File: config.mk
export PLATFORM = sky130hd
export DESIGN_NAME = ibp_ram
export DESIGN_NICKNAME = d
export VERILOG_FILES = /design/src/sv/ibp_ram.sv
export SDC_FILE = /design/constraint.sdc
export NUM_CORES = 2
export LEC_CHECK = 0
export BUFFER_PORTS_ARGS = -buffer_cell sky130_fd_sc_hd__buf_2
export CORE_MARGIN = 3
export CORE_UTILIZATION = 25
export DETAILED_ROUTE_END_ITERATION = 10
export GPL_TIMING_DRIVEN = 0
export HOLD_SLACK_MARGIN = 0.08
export PLACE_DENSITY_LB_ADDON = 0.25
export SKIP_CTS_REPAIR_TIMING = 1
export SYNTH_ARGS = -nofsm -noshare
export SYNTH_HDL_FRONTEND = slang
export SYNTH_SLANG_ARGS = --single-unit
File: constraint.sdc
create_clock -name clk -period 2.9 [get_ports clk]
set_input_delay 0.145 -clock clk [delete_from_list [all_inputs] [get_ports clk]]
set_output_delay 0.145 -clock clk [all_outputs]
set_load 0.03 [all_outputs]
File: src/sv/ibp_ram.sv
// Generic single-port-write, single-port-read RAM with registered read data.
// No dependencies.
module ibp_ram #(
    parameter int WIDTH = 8,
    parameter int DEPTH = 256
) (
    input  logic                     clk,
    input  logic                     we,
    input  logic [$clog2(DEPTH)-1:0] waddr,
    input  logic [WIDTH-1:0]         wdata,
    input  logic                     re,
    input  logic [$clog2(DEPTH)-1:0] raddr,
    output logic [WIDTH-1:0]         rdata
);

    logic [WIDTH-1:0] mem [DEPTH];
    logic [WIDTH-1:0] rdata_reg;

    // Write port
    always_ff @(posedge clk)
    begin
        if (we)
        begin
            mem[waddr] <= wdata;
        end
    end

    // Registered read port, hold data between reads
    always_ff @(posedge clk)
    begin
        if (re)
        begin
            rdata_reg <= mem[raddr];
        end
    end

    assign rdata = rdata_reg;

endmodule

* After elaboration in Yosys (flattened, before gate mapping)
Memories as Yosys holds them, arrays and structs flattened. A register that Yosys moved wholly into a read port is not among the register bits.
Index checks and enable logic that the tools add are counted.
** Storage, ports and cells
- Input port bits :: 27
- Output and inout port bits :: 8
- Memories kept :: 1
- Logic and storage cells :: 3
- Memory bits (writable) :: 2048
- Bits in registers :: 0
** Operators by class
- Muxes and demuxes :: 2
** Memory list
- mem :: depth 256, width 8, rd ports 1, clocked after Yosys merged registers in 1, wr ports 1, line 16 : logic [WIDTH-1:0] mem [DEPTH];
** Operators with widths (number)
- $mux W1 :: 2

* Depth between registers and ports, before layout
- Depth after elaboration :: 2
- Gate-level depth with buffers :: 11
- Mapped depth without buffers :: 6

* Least setup slack after synthesis
OpenSTA, ideal clock, no wires.
- Path type :: input to register
- Start point :: input raddr[0]
- End point :: register rdata_reg[2] (netlist: rdata[2]), read port of mem, data pin
- Required time :: 2.631 ns
- Arrival :: 1.952 ns
- Stages on the path :: 9
- Path buffers :: 4
- Slack :: 0.679 ns
- Library setup time :: 0.269 ns
- Cells stage by stage :: buf_6 > buf_12 > buf_8 > buf_2 > mux4_2 > a22oi_1 > a21oi_1 > nor4_1 > nor4_2
** RTL lines
- start, declared :: line 12 : input logic [$clog2(DEPTH)-1:0] raddr,
- end, declared :: line 17 : logic [WIDTH-1:0] rdata_reg;

* Final worst setup path
- Start point :: input waddr[1]
- End point :: memory mem[190][4], enable pin
** RTL lines
- start, declared :: line 9 : input logic [$clog2(DEPTH)-1:0] waddr,
- end, declared :: line 16
No word-level cell before the write port.

==> results.sh <==
export IMPL_setup_viol=194
export IMPL_hold_viol_final=0
export IMPL_cts_tree="yes"
export IMPL_wirelength_um=274000
export IMPL_cts_num_sinks=2056
export IMPL_worst_slack_ps=-433
export IMPL_largest_reg_flops=2048
export IMPL_drtIter0Drc=5018
export IMPL_critPathLaunchType="primary input"
export IMPL_viasPerCell=4.93
export IMPL_slew_violations=11
export IMPL_grt_use_total_pct=16.5
export IMPL_routedWlPerCell_um=32.8
export IMPL_yosysTopAreaCellShare_pct=77.5
export IMPL_dr_pass1_iters=9
export IMPL_seq_area_mm2=0.0617
export IMPL_grt_start_max_net_pins=153
export IMPL_async_flop_share_pct=0
export IMPL_die_w_um=570
export IMPL_tightest_slew_ps=1570
export IMPL_gp_congestion=0.919
export IMPL_drv_cap=1
export IMPL_critPathMaxFanout=10
export IMPL_rows=206
export IMPL_cts_max_path_buffers=3
export IMPL_grt_overflow=0
export IMPL_crit_type="primary input to flip-flop"
export IMPL_p_leak_nw=28.0
export IMPL_finalCriticalPeriod_ps=3330
export IMPL_coreArea_mm2=0.316
export IMPL_start_util_pct=25.2
export IMPL_fin_util_pct=29.5
export IMPL_finalNonFillerCells=8353
export IMPL_die_area_mm2=0.325
export IMPL_clock_latency_ps=890
export IMPL_synthTopCellsByArea="edfxtp_1 (78%), mux4_2 (13%), mux2i_1 (1.7%)"
export IMPL_area_delta_synth_final_pct=17.0
export IMPL_fillers=30900
export IMPL_hold_class="primary input to flip-flop"
export IMPL_ir_worst_vdd_mv=0.463
export IMPL_syn_area_mm2=0.0796
export IMPL_ys_warn_count=0
export IMPL_drive_gt1_share_pct=25.0
export IMPL_yosysSeqAreaShare_pct=77.5
export IMPL_yosys_area_top_type="edfxtp_1"
export IMPL_nets=4035
export IMPL_synth_main_ff_cell="edfxtp_1"
export IMPL_root_buffer="clkbuf_16"
export IMPL_netlist_instances=3733
export IMPL_worstPathRequired_ps=3410
export IMPL_powerDensity_mw_per_mm2=684
export IMPL_synth_seq_cells=2056
export IMPL_num_vias=41200
export IMPL_grt_pass1_wl_um=366000
export IMPL_drc_errors=0
export IMPL_ios=35
export IMPL_synth_area_per_cell_um2=21.3
export IMPL_status="finished, violations left"
export IMPL_post_route_period_util_pct=115
export IMPL_max_freq_ghz=0.300
export IMPL_path_clk_slew_ps=60
export IMPL_ant_nets=0
export IMPL_port_buffers=27
export IMPL_synth_cell_types=54
export IMPL_multi_input_area_mm2=0.0170
export IMPL_rsz0062_at_grt="true"
export IMPL_setup_tns_ps=-30170
export IMPL_die_h_um=570
export IMPL_maxSlewHeadroom_pct=-4.40
export IMPL_hpwl_um=184000
export IMPL_cp_end_kind="flip-flop"
export IMPL_violations="max-capacitance violations, max-slew violations, negative setup slack"
export IMPL_grt_pass1_vias=41100
export IMPL_skew_ps=46.5
export IMPL_synth_edf_count=2056
export IMPL_cts_htree_levels=4
export IMPL_critical_path_arrival_ps=3840
export IMPL_fin_hold_ws_ps=231
export IMPL_antenna_found_initial=29
export IMPL_placedCellCount=7938
export IMPL_syn_nets=3760
export IMPL_cts_buffers=218
-- cells in the mapped netlist, drive strengths merged (16+ instances only) --
cell type,number
nor4,27
o221ai,47
nor3,22
edfxtp,2056
nand3,34
buf,122
a211oi,16
nor2b,31
o22ai,28
mux2i,134
a22oi,133
nor2,282
mux4,456
a21oi,96
clkbuf,111
nand2,33
-- worst paths after layout --
kind / from / end / slack [ps] / cells past startpoint
hold / removal: wdata[7] / mem[87][7] / 230 / 2
hold reg to reg: mem[41][3] / rdata[3] / 1260 / 7
setup / recovery: waddr[1] / mem[190][4] / -430 / 6
setup reg to reg: mem[83][3] / rdata[3] / 30 / 7
-- cells in the final DEF, fill, tap and decap left out, types with 22 or more instances in the layout --
cell / instances
mux2i_1: 134
a22oi_1: 131
o22ai_1: 27
a21oi_1: 93
clkinv_2: 30
nor2_1: 256
buf_2: 52
nor2b_1: 29
o221ai_1: 46
buf_4: 35
nor2_2: 22
nand3_1: 33
clkbuf_1: 96
clkbuf_16: 220
mux4_2: 454
buf_6: 23
clkbuf_2: 53
nand2_1: 32
edfxtp_1: 2056
clkinv_1: 69
-- per-stage QoR --
| step | area [um^2] | setup slack (ps) | total power, mW |
|---|---|---|---|
| CTS | 92400 | -1850 | 64.0 |
| detailed placement | 85600 | -2750 | 37.2 |
| global placement | 85000 | -3380 | 37.2 |
| floorplan | 79600 | 679 | 35.0 |
| global route | 93200 | -237 | 65.4 |
| finish | 93200 | -433 | 63.7 |
-- logic make-up after synthesis --
group,synth area share [%]
flops,77.5
mux,14.6
simple gates,2.63
compound gates,3.42
buf+inv,1.83
-- critical path, stage by stage --
cell and delay, ps:
clkbuf_1 570, nor2b_1 210, clkbuf_1 550, nand4_1 570, clkbuf_2 770, nor2_1 970
-- area by class of cell --
class	count	share of cell area [%]
buffer	231	1.73
clock inverter	129	1.22
antenna	8	0.0215
multi-input combinational	1442	18.3
clock buffer	268	6.10
sequential	2056	66.2
inverter	2	0.00806
timing repair buffer	57	0.838
tap	4160	5.58
-- power by group --
part           total, mW  internal, mW  switching [mW]
clock               27.1          15.2            11.9
sequential          32.8          32.8          0.0290
combinational       3.85          1.13            2.73
-- metal layers --
| layer | share of wire [%] | global-route usage, % |
|---|---|---|
| met1 | 42 | 22.4 |
| met2 | 47 | 26.4 |
| met3 | 7.3 | 3.22 |
| met4 | 3.5 | 5.82 |
| met5 | 0.030 | 0 |
Note: power is estimated with default switching activity, not from simulation.
