### src/sv/ibp_pkg.sv
// Shared types, constants and the control-store program of the indexed bag partition.
// No dependencies; ibp_seq and indexed_bag_partition import this package, ibp_ram does not.
package ibp_pkg;

    // Sizes of the element and bag spaces
    localparam int NUM_ELEMENTS = 64;
    localparam int NUM_BAGS     = 16;

    localparam int ELEM_W  = 6;               // element identifier, slot index
    localparam int BAG_W   = 4;               // logical or physical bag number
    localparam int LEN_W   = 7;               // bag length, 0 .. NUM_ELEMENTS
    localparam int CNT_W   = 5;               // bag count, 0 .. NUM_BAGS
    localparam int OP_W    = 4;
    localparam int SLOT_AW = BAG_W + ELEM_W;  // slot store address
    localparam int PC_W    = 6;
    localparam int UCODE_LEN = 55;

    // Operation codes
    localparam logic [OP_W-1:0] OP_ADD      = 4'd0;
    localparam logic [OP_W-1:0] OP_MOVE     = 4'd1;
    localparam logic [OP_W-1:0] OP_CONTAIN  = 4'd2;
    localparam logic [OP_W-1:0] OP_SWAP     = 4'd3;
    localparam logic [OP_W-1:0] OP_REMOVE   = 4'd4;
    localparam logic [OP_W-1:0] OP_CLEAR    = 4'd5;
    localparam logic [OP_W-1:0] OP_SETCOUNT = 4'd6;
    localparam logic [OP_W-1:0] OP_READ     = 4'd7;
    localparam logic [OP_W-1:0] OP_LENGTH   = 4'd8;

    // Entry points and jump targets in the control store
    localparam logic [PC_W-1:0] PC_ERR      = 6'd0;
    localparam logic [PC_W-1:0] PC_TAIL     = 6'd1;
    localparam logic [PC_W-1:0] PC_ADD      = 6'd3;
    localparam logic [PC_W-1:0] PC_MOVE     = 6'd8;
    localparam logic [PC_W-1:0] PC_CONTAIN  = 6'd23;
    localparam logic [PC_W-1:0] PC_SWAP     = 6'd30;
    localparam logic [PC_W-1:0] PC_REMOVE   = 6'd35;
    localparam logic [PC_W-1:0] PC_CLEAR    = 6'd41;
    localparam logic [PC_W-1:0] PC_SETCOUNT = 6'd42;
    localparam logic [PC_W-1:0] PC_SC_LOOP  = 6'd44;
    localparam logic [PC_W-1:0] PC_SC_DONE  = 6'd46;
    localparam logic [PC_W-1:0] PC_READ     = 6'd47;
    localparam logic [PC_W-1:0] PC_LENGTH   = 6'd53;

    // Command and result transactions
    typedef struct packed {
        logic [OP_W-1:0]   opcode;
        logic [ELEM_W-1:0] element;
        logic [BAG_W-1:0]  first_bag;
        logic [BAG_W-1:0]  second_bag;
        logic [ELEM_W-1:0] slot_position;
        logic [CNT_W-1:0]  new_bag_count;
    } cmd_t;

    typedef struct packed {
        logic              found;
        logic [ELEM_W-1:0] slot_element;
        logic [LEN_W-1:0]  bag_length;
        logic [CNT_W-1:0]  bag_count;
        logic              error;
    } res_t;

    // Datapath actions, one per control word
    typedef enum logic [4:0] {
        A_NOP,
        A_SET_ERR,
        A_LD_PA,         // pa <= map[first_bag]
        A_LD_PB,         // pb <= map[second_bag]
        A_LD_PB_LAST,    // pb <= map[count - 1]
        A_LD_LENA,       // lena <= length[pa]
        A_LD_LENB,       // lenb <= length[pb]
        A_RD_POS,        // issue position read for the element
        A_CAP_POS,       // capture element position
        A_RD_SLOT_HELD,  // issue slot read at (pa, position)
        A_RD_SLOT_LAST,  // issue slot read at (pa, lena - 1)
        A_CAP_LAST,
        A_FILL_GAP,      // move last element into the gap, shrink bag pa
        A_APPEND,        // append element to bag pb
        A_SET_FOUND,
        A_WR_MAP_A,      // map[first_bag] <= pb
        A_WR_MAP_B,      // map[second_bag] <= pa
        A_WR_MAP_LAST,   // map[count - 1] <= pa
        A_DROP_BAG,      // empty bag pa, count - 1
        A_CLR_COUNT,
        A_INIT_ITER,
        A_CLR_LEN_ITER,  // empty bag map[iter], iter + 1
        A_SET_COUNT,
        A_RD_SLOT_POS,   // issue slot read at (pa, slot_position)
        A_CAP_SLOT,
        A_EMIT
    } act_t;

    // Jump conditions
    typedef enum logic [3:0] {
        C_NEXT,
        C_ALWAYS,
        C_BAD_A,
        C_BAD_B,
        C_BAD_AB,
        C_LENB_FULL,
        C_NOT_HELD,
        C_MOVE_FULL,
        C_WANT_BIG,
        C_ITER_DONE,
        C_POS_BEYOND
    } cond_t;

    typedef struct packed {
        act_t              act;
        cond_t             cond;
        logic [PC_W-1:0]   target;
    } uword_t;

    // Status from the datapath to the sequencer
    typedef struct packed {
        logic bad_a;
        logic bad_b;
        logic lenb_full;
        logic not_held;
        logic move_full;
        logic want_big;
        logic iter_done;
        logic pos_beyond;
        logic res_free;
    } ibp_flags_t;

    function automatic uword_t uw(act_t a, cond_t c, logic [PC_W-1:0] t);
        uword_t w;
        w.act    = a;
        w.cond   = c;
        w.target = t;
        return w;
    endfunction

    // Entry point of each operation's program
    function automatic logic [PC_W-1:0] ibp_entry(logic [OP_W-1:0] op);
        logic [PC_W-1:0] pc;
        unique case (op)
            OP_ADD:      pc = PC_ADD;
            OP_MOVE:     pc = PC_MOVE;
            OP_CONTAIN:  pc = PC_CONTAIN;
            OP_SWAP:     pc = PC_SWAP;
            OP_REMOVE:   pc = PC_REMOVE;
            OP_CLEAR:    pc = PC_CLEAR;
            OP_SETCOUNT: pc = PC_SETCOUNT;
            OP_READ:     pc = PC_READ;
            OP_LENGTH:   pc = PC_LENGTH;
            default:     pc = PC_ERR;
        endcase
        return pc;
    endfunction

    // Control store
    function automatic uword_t ibp_ucode(logic [PC_W-1:0] pc);
        uword_t w;
        unique case (pc)
            // refused operation, then common tail: reload pa, emit result
            6'd0:  w = uw(A_SET_ERR,      C_ALWAYS,     PC_TAIL);
            6'd1:  w = uw(A_LD_PA,        C_NEXT,       PC_ERR);
            6'd2:  w = uw(A_EMIT,         C_NEXT,       PC_ERR);
            // add
            6'd3:  w = uw(A_NOP,          C_BAD_B,      PC_ERR);
            6'd4:  w = uw(A_LD_PB,        C_NEXT,       PC_ERR);
            6'd5:  w = uw(A_LD_LENB,      C_NEXT,       PC_ERR);
            6'd6:  w = uw(A_NOP,          C_LENB_FULL,  PC_ERR);
            6'd7:  w = uw(A_APPEND,       C_ALWAYS,     PC_TAIL);
            // move
            6'd8:  w = uw(A_NOP,          C_BAD_AB,     PC_ERR);
            6'd9:  w = uw(A_LD_PA,        C_NEXT,       PC_ERR);
            6'd10: w = uw(A_LD_PB,        C_NEXT,       PC_ERR);
            6'd11: w = uw(A_LD_LENA,      C_NEXT,       PC_ERR);
            6'd12: w = uw(A_LD_LENB,      C_NEXT,       PC_ERR);
            6'd13: w = uw(A_RD_POS,       C_NEXT,       PC_ERR);
            6'd14: w = uw(A_CAP_POS,      C_NEXT,       PC_ERR);
            6'd15: w = uw(A_RD_SLOT_HELD, C_NEXT,       PC_ERR);
            6'd16: w = uw(A_NOP,          C_NOT_HELD,   PC_ERR);
            6'd17: w = uw(A_NOP,          C_MOVE_FULL,  PC_ERR);
            6'd18: w = uw(A_RD_SLOT_LAST, C_NEXT,       PC_ERR);
            6'd19: w = uw(A_CAP_LAST,     C_NEXT,       PC_ERR);
            6'd20: w = uw(A_FILL_GAP,     C_NEXT,       PC_ERR);
            6'd21: w = uw(A_LD_LENB,      C_NEXT,       PC_ERR);
            6'd22: w = uw(A_APPEND,       C_ALWAYS,     PC_TAIL);
            // contain
            6'd23: w = uw(A_NOP,          C_BAD_A,      PC_ERR);
            6'd24: w = uw(A_LD_PA,        C_NEXT,       PC_ERR);
            6'd25: w = uw(A_LD_LENA,      C_NEXT,       PC_ERR);
            6'd26: w = uw(A_RD_POS,       C_NEXT,       PC_ERR);
            6'd27: w = uw(A_CAP_POS,      C_NEXT,       PC_ERR);
            6'd28: w = uw(A_RD_SLOT_HELD, C_NEXT,       PC_ERR);
            6'd29: w = uw(A_SET_FOUND,    C_ALWAYS,     PC_TAIL);
            // swap
            6'd30: w = uw(A_NOP,          C_BAD_AB,     PC_ERR);
            6'd31: w = uw(A_LD_PA,        C_NEXT,       PC_ERR);
            6'd32: w = uw(A_LD_PB,        C_NEXT,       PC_ERR);
            6'd33: w = uw(A_WR_MAP_A,     C_NEXT,       PC_ERR);
            6'd34: w = uw(A_WR_MAP_B,     C_ALWAYS,     PC_TAIL);
            // remove bag
            6'd35: w = uw(A_NOP,          C_BAD_A,      PC_ERR);
            6'd36: w = uw(A_LD_PA,        C_NEXT,       PC_ERR);
            6'd37: w = uw(A_LD_PB_LAST,   C_NEXT,       PC_ERR);
            6'd38: w = uw(A_WR_MAP_A,     C_NEXT,       PC_ERR);
            6'd39: w = uw(A_WR_MAP_LAST,  C_NEXT,       PC_ERR);
            6'd40: w = uw(A_DROP_BAG,     C_ALWAYS,     PC_TAIL);
            // clear
            6'd41: w = uw(A_CLR_COUNT,    C_ALWAYS,     PC_TAIL);
            // set count: empty each bag that grows into use
            6'd42: w = uw(A_NOP,          C_WANT_BIG,   PC_ERR);
            6'd43: w = uw(A_INIT_ITER,    C_NEXT,       PC_ERR);
            6'd44: w = uw(A_NOP,          C_ITER_DONE,  PC_SC_DONE);
            6'd45: w = uw(A_CLR_LEN_ITER, C_ALWAYS,     PC_SC_LOOP);
            6'd46: w = uw(A_SET_COUNT,    C_ALWAYS,     PC_TAIL);
            // read slot
            6'd47: w = uw(A_NOP,          C_BAD_A,      PC_ERR);
            6'd48: w = uw(A_LD_PA,        C_NEXT,       PC_ERR);
            6'd49: w = uw(A_LD_LENA,      C_NEXT,       PC_ERR);
            6'd50: w = uw(A_NOP,          C_POS_BEYOND, PC_ERR);
            6'd51: w = uw(A_RD_SLOT_POS,  C_NEXT,       PC_ERR);
            6'd52: w = uw(A_CAP_SLOT,     C_ALWAYS,     PC_TAIL);
            // length
            6'd53: w = uw(A_NOP,          C_BAD_A,      PC_ERR);
            6'd54: w = uw(A_NOP,          C_ALWAYS,     PC_TAIL);
            default: w = uw(A_NOP,        C_ALWAYS,     PC_ERR);
        endcase
        return w;
    endfunction

endpackage

### src/sv/ibp_seq.sv
// Microcode sequencer: step counter, control-store lookup and conditional jumps.
// Depends on ibp_pkg for the control word, actions, conditions and the program.
module ibp_seq import ibp_pkg::*; (
    input  logic            clk,
    input  logic            rst_n,
    input  logic            start,
    input  logic [OP_W-1:0] opcode,
    input  ibp_flags_t      flags,
    output act_t            act,
    output logic            busy
);

    logic            busy_reg, busy_next;
    logic [PC_W-1:0] pc_reg, pc_next;
    uword_t          word;
    logic            jump;
    logic            hold;

    assign word = ibp_ucode(pc_reg);

    // Evaluate the jump condition of the current step
    always_comb
    begin
        unique case (word.cond)
            C_NEXT:       jump = 1'b0;
            C_ALWAYS:     jump = 1'b1;
            C_BAD_A:      jump = flags.bad_a;
            C_BAD_B:      jump = flags.bad_b;
            C_BAD_AB:     jump = flags.bad_a | flags.bad_b;
            C_LENB_FULL:  jump = flags.lenb_full;
            C_NOT_HELD:   jump = flags.not_held;
            C_MOVE_FULL:  jump = flags.move_full;
            C_WANT_BIG:   jump = flags.want_big;
            C_ITER_DONE:  jump = flags.iter_done;
            C_POS_BEYOND: jump = flags.pos_beyond;
            default:      jump = 1'b0;
        endcase
    end

    // Hold on the emit step until the result register is free
    assign hold = (word.act == A_EMIT) && !flags.res_free;

    // Advance the step counter
    always_comb
    begin
        busy_next = busy_reg;
        pc_next   = pc_reg;
        act       = A_NOP;
        if (start)
        begin
            busy_next = 1'b1;
            pc_next   = ibp_entry(opcode);
        end
        else if (busy_reg && !hold)
        begin
            act = word.act;
            if (word.act == A_EMIT)
            begin
                busy_next = 1'b0;
            end
            else if (jump)
            begin
                pc_next = word.target;
            end
            else
            begin
                pc_next = pc_reg + PC_W'(1);
            end
        end
    end

    always_ff @(posedge clk or negedge rst_n)
    begin
        if (!rst_n)
        begin
            busy_reg <= 1'b0;
            pc_reg   <= PC_ERR;
        end
        else
        begin
            busy_reg <= busy_next;
            pc_reg   <= pc_next;
        end
    end

    assign busy = busy_reg;

    a_start_idle: assert property (@(posedge clk) disable iff (!rst_n)
        start |-> !busy_reg)
        else $error("ibp_seq: transaction started while busy");

    a_pc_range: assert property (@(posedge clk) disable iff (!rst_n)
        busy_reg |-> (pc_reg < PC_W'(UCODE_LEN)))
        else $error("ibp_seq: step counter outside the program");

    a_emit_free: assert property (@(posedge clk) disable iff (!rst_n)
        (act == A_EMIT) |-> flags.res_free)
        else $error("ibp_seq: result emitted over a pending result");

    a_emit_ends: assert property (@(posedge clk) disable iff (!rst_n)
        (act == A_EMIT) |=> !busy_reg)
        else $error("ibp_seq: sequencer still busy after emit");

endmodule

### config.mk
export PLATFORM = sky130hd
export DESIGN_NAME = ibp_seq
export DESIGN_NICKNAME = d
export VERILOG_FILES = /design/src/sv/ibp_pkg.sv /design/src/sv/ibp_seq.sv
export SDC_FILE = /design/constraint.sdc
export NUM_CORES = 1
export LEC_CHECK = 0
export BUFFER_PORTS_ARGS = -buffer_cell sky130_fd_sc_hd__buf_4
export CORE_MARGIN = 2
export CORE_UTILIZATION = 60
export CTS_BUF_LIST = sky130_fd_sc_hd__clkbuf_2
export DETAILED_ROUTE_END_ITERATION = 12
export PLACE_DENSITY = 0.93
export SLEW_MARGIN = 40
export SYNTH_ARGS = -nofsm -noshare
export SYNTH_HDL_FRONTEND = slang
export SYNTH_SLANG_ARGS = --single-unit
### constraint.sdc
create_clock -name clk -period 4.9 [get_ports clk]
set_input_delay 0.49 -clock clk [delete_from_list [all_inputs] [get_ports clk]]
set_output_delay 0.49 -clock clk [all_outputs]
set_load 0.05 [all_outputs]
* After elaboration in Yosys (flattened, before gate mapping) *
Memory sizes are Yosys's and may differ from the RTL's.
Index checks and enable logic that the tools add are counted.
Widths: inputs -> output; s select.

word-level totals
  flip-flop bits (word level) = 7
  memory bits (read-only) = 992
  input port bits = 16
  output and inout port bits = 6
  memories kept = 2

memory list
  memory            words  bits a word  read ports  clocked after memory_dff  write ports  RTL line        RTL
  (name not given)  64     14           1           0                         0            ibp_pkg.sv:155  unique case (pc)
  (name not given)  16     6            1           0                         0            ibp_pkg.sv:137  unique case (op)

operators by class
  add/subtract/negate cells = 1
  eq/ne operators = 12
  muxes and demuxes = 10
  bitwise logic cells = 1
  reduce and logical (&&, ||, !) cells = 8

operators with widths
  cell                 count
  $mux 6               4
  $eq 4x3->1 const B   4
  $eq 4x4->1 const B   3
  $mux 5               2
  $pmux 1 s10          1
  $eq 4x2->1 const B   2
  $add 6x1->6 const B  1
  $eq 5x5->1 const B   1
  $eq 4x1->1 const B   1
  $reduce_and 2->1     2
  $reduce_bool 2->1    2
  $mux 1               3
  $logic_and 1x1->1    2
  $logic_not 1->1      2
  $ne 2x2->1 const B   1
  $or 1x1->1           1

* Depth between registers and ports, before layout *
Gate-level depths: netlist of the first run.
An unclocked memory read counts as a cell.

  depth after elaboration = 7
  gate-level depth with buffers = 12

* Worst setup path after synthesis of the first run *
OpenSTA, ideal clock, no wires.

  path kind = register -> output
  start point = reg pc_reg[0]
  end point = out act[3]
  arrival = 3.272 ns
  setup slack = 1.138 ns
  cell stages (with the launch flop) = 11
  path buffers = 2
  path through = dfrtp_1 -> clkbuf_1 -> inv_1 -> ha_1 -> buf_2 -> mux4_2 -> a32oi_1 -> o21a_1 -> nand4b_1 -> o21bai_1 -> nor3_1

between the ends
  word-level cells in the longest chain between the ends = 7

ends and longest elaborated chain
  item                      RTL line       RTL
  start: declaration        ibp_seq.sv:14  logic [PC_W-1:0] pc_reg, pc_next;
  start signal: assignment  ibp_seq.sv:82  pc_reg <= pc_next;
  $mem_v2 64x14 (*)         -
  $eq 5x5->1                ibp_seq.sv:41  assign hold = (word.act == A_EMIT) && !flags.res_free;
  $logic_and 1x1->1         ibp_seq.sv:41
  $logic_not 1->1           ibp_seq.sv:54  else if (busy_reg && !hold)
  $logic_and 1x1->1         ibp_seq.sv:54
  $mux 5 (*)                ibp_seq.sv:54
  $mux 5 (*)                ibp_seq.sv:49  if (start)
  end: declaration          ibp_seq.sv:9   output act_t act,

Every way passes the cells marked *; elsewhere a longest branch is shown, timed or not.

* Worst setup path after layout of the first run *
Ends and elaborated chain as after synthesis.

==> impl_summary.md, run 1 <==
GRT
The number of global-route vias before repair came to 1,518. The wire length of the first global-routing pass is 6990 µm. The number of antenna violations at the first check in global routing is 0. For this run the aggregate overflow at the end of global routing stands at 0. The pin count of the biggest net entering global routing is 42. The global-route usage over all layers is 0.274.

Place
The placed wire-length estimate is 3060 µm. The worst setup timing slack at the placement stage is 1.59 ns. The final weighted congestion in routability-driven placement is 0.948. The placed standard-cell area is 1710 µm². The count of port buffers added during placement is 21.

Setup path
The most numerous cell on the critical path is sky130_fd_sc_hd__nor3_1. The signal on the critical path passes through inv_1, ha_1, nor2b_1, nor3_1, a211o_1, a211oi_1, nand4b_1, o21bai_1, nor3_1, buf_4. Of all nets on the critical path, the largest fanout is 13.

The library cell contributing the largest single delay on the critical path is sky130_fd_sc_hd__dfrtp_1. The startpoint type of the worst setup path is a register. The highest cell delay on the worst timing path is 0.56 ns.

Data arrives at the worst endpoint at 3.12 ns. The data required time of the critical path is 4.41 ns. The critical path in this run is classified as register to output port.

STA classifies the critical path endpoint as an output port.

Detailed routing
The first-pass detailed-route iteration total is 4. After detailed routing, the number of remaining DRC violations is 0. The final layout contains routed wiring with a total length of 4210 µm. The routed length per placed instance is 16.4 µm. After detailed routing, the number of vias per cell comes to 6.80. The initial detailed-routing violation count is 102. The number of nets with antenna violations after routing is 0.

The total vias in the final route is 1,748.

STA
The worst slew margin relative to its limit is 0.558. The number of slew-limit violations in the final report is 0. The hold violation total from the final report is 0. Between clock sinks in the finished design, the worst skew comes to 0.0136 ns. The final critical-path share of the clock period is 0.736. Subtracting the final worst setup slack from the clock period gives 3.61 ns.

Setup repair after global routing left no endpoint under its margin. After routing, the total negative slack on setup checks comes to 0 ns. For the pin with the worst max-slew slack, the measured transition is 0.663 ns.

The worst-case hold slack is 0.0214 ns. The worst path setup slack after routing is 1.29 ns. The upper clock frequency limit is 277 MHz. The number of endpoints failing setup at the final stage is 0.

Layout
Leaving out fill and tap cells, the most frequent cells in the layout are 23 x sky130_fd_sc_hd__buf_4, 18 x sky130_fd_sc_hd__nand2_1, 17 x sky130_fd_sc_hd__o21ai_0. The multi-input logic area is 1290 µm². For this run, the post-layout net count is 257. The register with the most flip-flops in the layout has 6 of them. Leaving out fill and tap cells, the most frequent cell in the layout is sky130_fd_sc_hd__buf_4. The fill cell total of the finished layout is 209.

The share of layout cells above drive strength 1 is 0.172. After routing the design area is 1730 µm². The layout overhead on the synthesized area is 8.38%. The combined flip-flop and latch cell area is 178 µm². The count of antenna diodes in the layout is 0.

Synthesis
The post-synth design cell area is 1600 µm². Yosys mapped the design onto 61 distinct sky130hd cell types. By area the synthesized netlist is led by sky130_fd_sc_hd__dfrtp_1 11%, sky130_fd_sc_hd__ha_1 10%, sky130_fd_sc_hd__o21ai_0 5.3%, sky130_fd_sc_hd__a21oi_1 4.4%, sky130_fd_sc_hd__mux2i_1 4.4%. The part of the Yosys area used for sequential elements is 0.110. Summed over all instances, the cell type with the most area after synthesis is sky130_fd_sc_hd__dfrtp_1. The dominant register cell in the synthesized netlist is sky130_fd_sc_hd__dfrtp_1. The number of synthesized register bits is 7.

The proportion of netlist area held by the largest area contributor is 0.110. Counting flops with a built-in enable in the synthesized netlist gives 0. The number of synthesis warnings is 0. Synthesis produced 218 cells. The average cell area after synthesis is 7.33 µm². The total nets after synthesis is 247. Counting flops with an async set or reset pin after synthesis yields a share of 1.00.

Pwr
The maximum resistive drop on vdd is 0.000519 V. In this run the power spent charging and discharging nets is 0.000576 W. The power density over the cells is 569 nW/µm². The internal power contribution is 0.000410 W. Of the total power, the share spent switching nets is 0.584. The clock share of power is 0.049. Of the total power, combinational logic draws 0.793. The analysis attributes to cell leakage a power of 0.719 nW. The sequential share of power is 0.158.

Clocking
The sink count of the clock tree is 7. The number of buffers added to fix hold violations after cts is 0. Clock-pin slew was measured on the worst setup and hold paths at 0.10 ns.

In this run the post-CTS setup repair buffer count came out at 0. After clock tree synthesis, the repair step resized 0 gates. The CTS tree is built.

The H-tree depth is 1. The tree is rooted in a sky130_fd_sc_hd__clkbuf_2. The clock reaches the later pin of the worst-skew pair after 0.26 ns.

No sink is reached through more buffers than the 2 on the longest clock path. The number of CTS-inserted buffers is 3.

Status
The flow ran to the end, and the final reports show no timing, DRC or antenna violations.

Floorplan
The total die area is 3090 µm². The floorplan die width is 55.6 µm. The die is 55.6 µm tall.

For this design the top-level I/O count stands at 22. The floorplan step defined a core boundary enclosing 2500 µm². For this configuration, the core starts out at a cell density of 0.639. The floorplan has 18 rows.

Min path
The min-delay analysis places its worst path in the category primary input to asynchronous set/reset pin.

Flow run
The tool flagged a number of max-cap violations equal to 0.
## layout make-up
class,instances,area share
Clock buffer,4,0.0116
Timing Repair Buffer,23,0.0997
Multi-Input combinational cell,184,0.745
Sequential cell,7,0.103
Tap cell,30,0.0217
Inverter,9,0.0195
## kinds of logic after synthesis
family	share of synthesized area
AOI/OAI and AO/OA	0.370
and+or+nand+nor	0.261
buffers and inverters	0.0830
adders and majority gates	0.102
muxes	0.0579
DFF	0.110
xor gates and xnor gates	0.0164
## routing by layer
metal	GRT usage	wire, µm
met3	0.0349	329
met4	0.0906	68
met1	0.373	1790
met2	0.449	2010
met5	0	0
## synth_stat cells, drive strengths merged (5+ instances only)
library cell  instances
a21oi                14
inv                   9
o21ai                18
ha                   13
dfrtp                 7
nor3                  6
nand3                 6
nand2b                7
o22ai                 5
nand2                18
buf                  14
nor2b                 8
nor2                 12
o211ai                5
mux2i                 7
## power by group through the flow
stage | combinational (W) | sequential (W) | clock (W)
3_5_place_dp | 0.000767 | 0.000153 | 0
2_1_floorplan | 0.000675 | 0.0000936 | 0
5_1_grt | 0.000855 | 0.000162 | 0.0000519
6_report | 0.000782 | 0.000156 | 0.0000480
4_1_cts | 0.000771 | 0.000152 | 0.0000477
3_3_place_gp | 0.000755 | 0.000151 | 0
## critical path: cells and delay by family (launching register included)
kind            cells  cell delay, ns
flops               1            0.56
buf+inv             2            0.39
fa+ha+maj           1            0.48
simple gates        4            0.62
compound gates      3            0.82
## per-stage QoR
step	power, W	instances	util
after floorplan	0.000769	218	-
after global placement	0.000905	253	0.684
after CTS	0.000970	257	0.692
after detailed placement	0.000920	253	0.684
final	0.000985	257	0.693
after global routing	0.00107	257	0.693
## final timing paths
path                        endpoint  startpoint  slack, ns  cells after the start
setup / recovery              act[3]   pc_reg[0]       1.29                     10
hold / removal             pc_reg[0]       rst_n       0.02                      1
setup reg to reg           pc_reg[4]   pc_reg[0]       1.59                     10
hold reg to reg                 busy        busy       0.66                      2
max in group asynchronous  pc_reg[1]       rst_n       4.74                      1
min in group clk                busy    flags[0]       0.48                      2
No activity file was read; power rests on OpenSTA's default activity.
==> run 2, diff against run 1 <==
- ABC_AREA: unset -> 1
- PLACE_DENSITY: 0.93 -> 0.92
- clock period: 4.9 -> 3.4 ns (I/O delays scaled with it)
==> run 2 against run 1 <==
Global-route usage grew 2.9 points. Register-to-register slack lost 0.87 ns. Via count grew 15%. Sequential share of layout area shrank 1.3 points. Setup slack lost 0.98 ns. Clock power grew 32%. Clock-buffer cell count is the same. First-iteration DRC count grew 24%. Sequential power grew 47%. Cell count grew 29%. Largest cell class unchanged. Die area grew 13%. Clock skew shrank 0.0057 ns. Critical path type unchanged.
==> impl_summary.md, run 2 <==
Detailed routing
The final wirelength came to 4890 µm (+16%). The number of nets with antenna violations after routing is 0 (unchanged). The routed length per placed instance is 14.8 µm (-9.8%).

The total vias in the final route came to 2,011 (+15%). The first-pass detailed-route iteration total is 5 (+1). The initial detailed-routing violation count is 126 (+24%). The final routed DRC violation total is 0 (unchanged). The ratio of routed vias to standard cells is 6.08 (-11%).

STA
The worst slew margin relative to its limit is 0.434 (-0.124). The number of endpoints failing setup at the final stage is 0 (unchanged). The number of slew-limit violations in the final report is 0 (unchanged).

The setup TNS came to 0 ns (unchanged). The worst-case hold slack came to 0.305 ns (+0.283 ns). The maximum clock skew at final layout is 0.00794 ns (-0.00565 ns).

The worst path setup slack after routing is 0.311 ns (-0.982 ns). The final critical-path share of the clock period is 0.908. The slew of the pin with the lowest slew margin is 0.848 ns (+0.186 ns).

Setup repair after global routing left no endpoint under its margin. The upper clock frequency limit is 324 MHz. The clock period could shrink to 3.09 ns. The hold violation total from the final report is 0 (unchanged).

Synthesis
The gate count after technology mapping is 282 (+29%). The dominant register cell in the synthesized netlist is sky130_fd_sc_hd__dfrtp_1. The total nets after synthesis is 311 (+26%). The number of synthesis warnings was 0 (unchanged). The most numerous cell in the Yosys netlist is sky130_fd_sc_hd__nand2_1. The multiplexer share of the synthesized area was 0 (-0.0579). The post-synth design cell area was 1820 µm² (+14%). Ranked by instance count, the synthesized netlist is headed by 73 x sky130_fd_sc_hd__nand2_1, 32 x sky130_fd_sc_hd__nand3_1, 22 x sky130_fd_sc_hd__inv_1, 17 x sky130_fd_sc_hd__nor2_1. The xor and xnor fraction of the mapped netlist area is 0.00963 (-0.00682).

The simple-gate share of the synthesized area came to 0.500 (+0.239). The proportion of netlist area held by the largest area contributor came to 0.151 (+0.0410). The number of different library cells in the post-synthesis netlist is 37 (-39%). The share of synthesized cell area in full adder, half adder and majority cells is 0.0894 (-0.0124). The cell type with the largest total area after synthesis is sky130_fd_sc_hd__nand2_1. The number of enable flip-flop cells after synthesis is 0 (unchanged). The average cell area after synthesis is 6.45 µm² (-12%). After synthesis, the largest family of logic cells by area is simple AND/OR/NAND/NOR gates. The share of flip-flops with an asynchronous set or reset came to 1.00 (unchanged).

The part of the Yosys area used for sequential elements is 0.0963 (-0.0133). The post-synthesis compound-gate area fraction came to 0.182 (-0.189). By area the synthesized netlist is led by sky130_fd_sc_hd__nand2_1 15%, sky130_fd_sc_hd__dfrtp_1 9.6%, sky130_fd_sc_hd__ha_1 8.9%, sky130_fd_sc_hd__nand3_1 8.8%, sky130_fd_sc_hd__buf_6 5.0%.

The number of synthesized register bits came to 7 (unchanged).

Setup path
The library cell contributing the largest single delay on the critical path is sky130_fd_sc_hd__dfrtp_1. The data required time of the critical path is 3.06 ns (-1.35 ns). The kind of end point of the critical path is an output port. The cell depth of the worst flop-to-flop path came to 15 (+5). The kind of cell adding the most delay to the critical path is simple AND/OR/NAND/NOR gates. The startpoint type of the worst setup path is a register. The worst register-to-register path begins at pc_reg[4]. The endpoint arrival time on the critical path is 2.75 ns (-0.37 ns).

The highest cell delay on the worst timing path was 0.55 ns (about the same). Traced cell by cell, the critical path runs through inv_1, ha_1, nand2_4, nand3_1, nand3_1, o211ai_1, nand2_1, nand2_1, nor2_1, nand3_2, o211ai_2, a21oi_1, buf_4. The count of buffering cells on the critical path with inverters included is 2 (unchanged). The critical setup path kind is register to output port. The largest fanout of any net on the critical path is 9 (-4). The end of the worst register-to-register path is pc_reg[2]. The register-to-register setup slack is 0.72 ns (-0.87 ns).

GRT
The remaining global-route overflow came to 0 (unchanged). The global-route usage over all layers is 0.303 (+0.0287). The met1 global-route usage is 0.401 (+0.0279).

The global routing met2 resource utilization is 0.503 (+0.0542). After global routing, the most crowded layer is met2. The number of antenna violations at the first check in global routing was 0 (unchanged). The pin count of the biggest net entering global routing is 25 (-40%). The met3 global-route usage came to 0.0590 (+0.0241). The wire length of the first global-routing pass was 8320 µm (+19%).

The number of global-route vias before repair is 1,871 (+23%).

Clocking
The sink count of the clock tree is 7 (unchanged). The number of CTS-inserted buffers came to 3 (unchanged). The maximum buffer depth of the clock tree is 2 (unchanged).

The clock latency at the later pin of the worst-skew pair is 0.24 ns (-0.02 ns). The clock root buffer is sky130_fd_sc_hd__clkbuf_2. The H-tree depth came to 1 (unchanged). The clock-pin slew of the registers on the worst-case setup and hold paths is 0.08 ns (-0.02 ns).

The CTS tree is built.

Layout
The final core utilization is 0.690 (-0.00318). In the layout the commonest cells are 73 x sky130_fd_sc_hd__nand2_1, 32 x sky130_fd_sc_hd__nand3_1, 23 x sky130_fd_sc_hd__buf_4. The leading cell type in the layout, fill and taps excluded is sky130_fd_sc_hd__nand2_1.

The share of layout cells above drive strength 1 is 0.270 (+0.0982). The post-layout net count was 330 (+28%). The total non-filler cell area in the finished layout is 1950 µm² (+13%). The number of flip-flops under the largest register name is 6 (unchanged). Relative to the synthesized area, the layout overhead comes to 7.22%. The fill cell total of the finished layout is 248 (+19%). The count of antenna diodes in the layout is 0 (unchanged).

Flow run
The number of max-cap violations was 0 (unchanged).

Place
The placed standard-cell area is 1920 µm² (+12%). The final weighted congestion in routability-driven placement came to 1.01 (+6.7%). The placed wire-length estimate came to 3780 µm (+24%). The worst setup timing slack at the placement stage was 0.607 ns (-0.987 ns). The count of port buffers added during placement is 21 (unchanged).

Min path
The startpoint identified for the worst hold timing path is flags[0]. The type of the worst min-delay path is primary input to register. For hold timing, the worst endpoint is busy. The worst hold path cell count is 2.

Floorplan
The floorplan die width is 59.1 µm (+6.2%). The total die area is 3490 µm² (+13%). The placement row count is 19 (+1).

The number of primary I/O pins is 22 (unchanged). The starting utilization of the core area is 0.643 (+0.00394). The die span in y came to 59.1 µm (+6.2%). The placeable core region is 2830 µm² (+13%).

Pwr
The sequential share of power is 0.112 (-0.046). The share of total power in combinational logic is 0.857 (+0.064). The internal power contribution came to 0.000715 W (+74%). The switching part of the total is 0.652 (+0.0677). The maximum resistive drop on vdd is 0.000675 V (+30%). The static leakage power is 1.01 nW (+40%). The net load switching power was 0.00134 W (+130%). The power density over the cells is 1050 nW/µm² (+85%). The clock share of power is 0.031 (-0.018).

Status
The flow ran to the end, and the final reports show no timing, DRC or antenna violations.
==> run 2: changes by cell type after synthesis, moves of 7 or more <==
cell,previous run,this run
sky130_fd_sc_hd__nor2_2,0,8
sky130_fd_sc_hd__nand2_2,0,10
sky130_fd_sc_hd__buf_2,10,1
sky130_fd_sc_hd__nand2b_1,7,0
sky130_fd_sc_hd__nand4_1,2,9
sky130_fd_sc_hd__inv_1,9,22
sky130_fd_sc_hd__o21ai_0,17,8
sky130_fd_sc_hd__nor2b_1,8,0
sky130_fd_sc_hd__nand2_1,18,73
sky130_fd_sc_hd__mux2i_1,7,0
sky130_fd_sc_hd__nand3_1,5,32
sky130_fd_sc_hd__o21ai_1,1,9
==> run 2: worst max-delay path by stage <==
stage,start,to,slack [ns],depth (start not counted)
after global routing,pc_reg[1],act[4],0.05,13
final,pc_reg[1],act[2],0.31,13
after floorplan,pc_reg[1],act[1],0.54,12
after CTS,pc_reg[1],act[2],0.33,13
after detailed placement,pc_reg[1],act[2],0.61,13
after global placement,pc_reg[1],act[1],0.71,13
==> run 2: per-layer routing <==
metal | vias to the layer above | wire, µm
met5 | - | 0
met4 | 0 | 95
met3 | 16 | 516
met2 | 125 | 2250
met1 | 887 | 2030
li1 | 983 | -
==> run 2: cell type report <==
cell class                 instances  area [µm²]  share of cell area
multi-input combinational        236        1420               0.728
tap                               31        38.8              0.0199
inverter                          29         114              0.0584
timing repair buffer              24         183              0.0936
clock buffer                       4        20.0              0.0103
sequential                         7         175              0.0898
==> run 2: power by group through the flow <==
stage	registers (W)	clock network (W)	logic [W]
global route	0.000235	0.0000660	0.00192
floorplan	0.000160	0	0.00147
CTS	0.000223	0.0000642	0.00173
finish	0.000230	0.0000633	0.00176
detailed placement	0.000224	0	0.00172
global placement	0.000220	0	0.00169
==> run 2: what timing repair did <==
item,CTS,global route
setup buffers,0,0
hold endpoints to repair,7,0
setup endpoints to repair,0,0
gates resized for setup,0,0
hold buffers,1,0
==> run 2: cell families (layout without fill, tap and decap cells) <==
group,count (synthesis),in the layout
simple gates,172,172
compound gates,49,49
buf+inv,39,57
fa+ha+maj,13,13
flops,7,7
xor+xnor,2,2
==> run 2: through the flow <==
stage	power, W	cells
finish	0.00205	331
floorplan	0.00163	282
global placement	0.00191	326
detailed placement	0.00194	326
CTS	0.00202	331
global route	0.00222	331
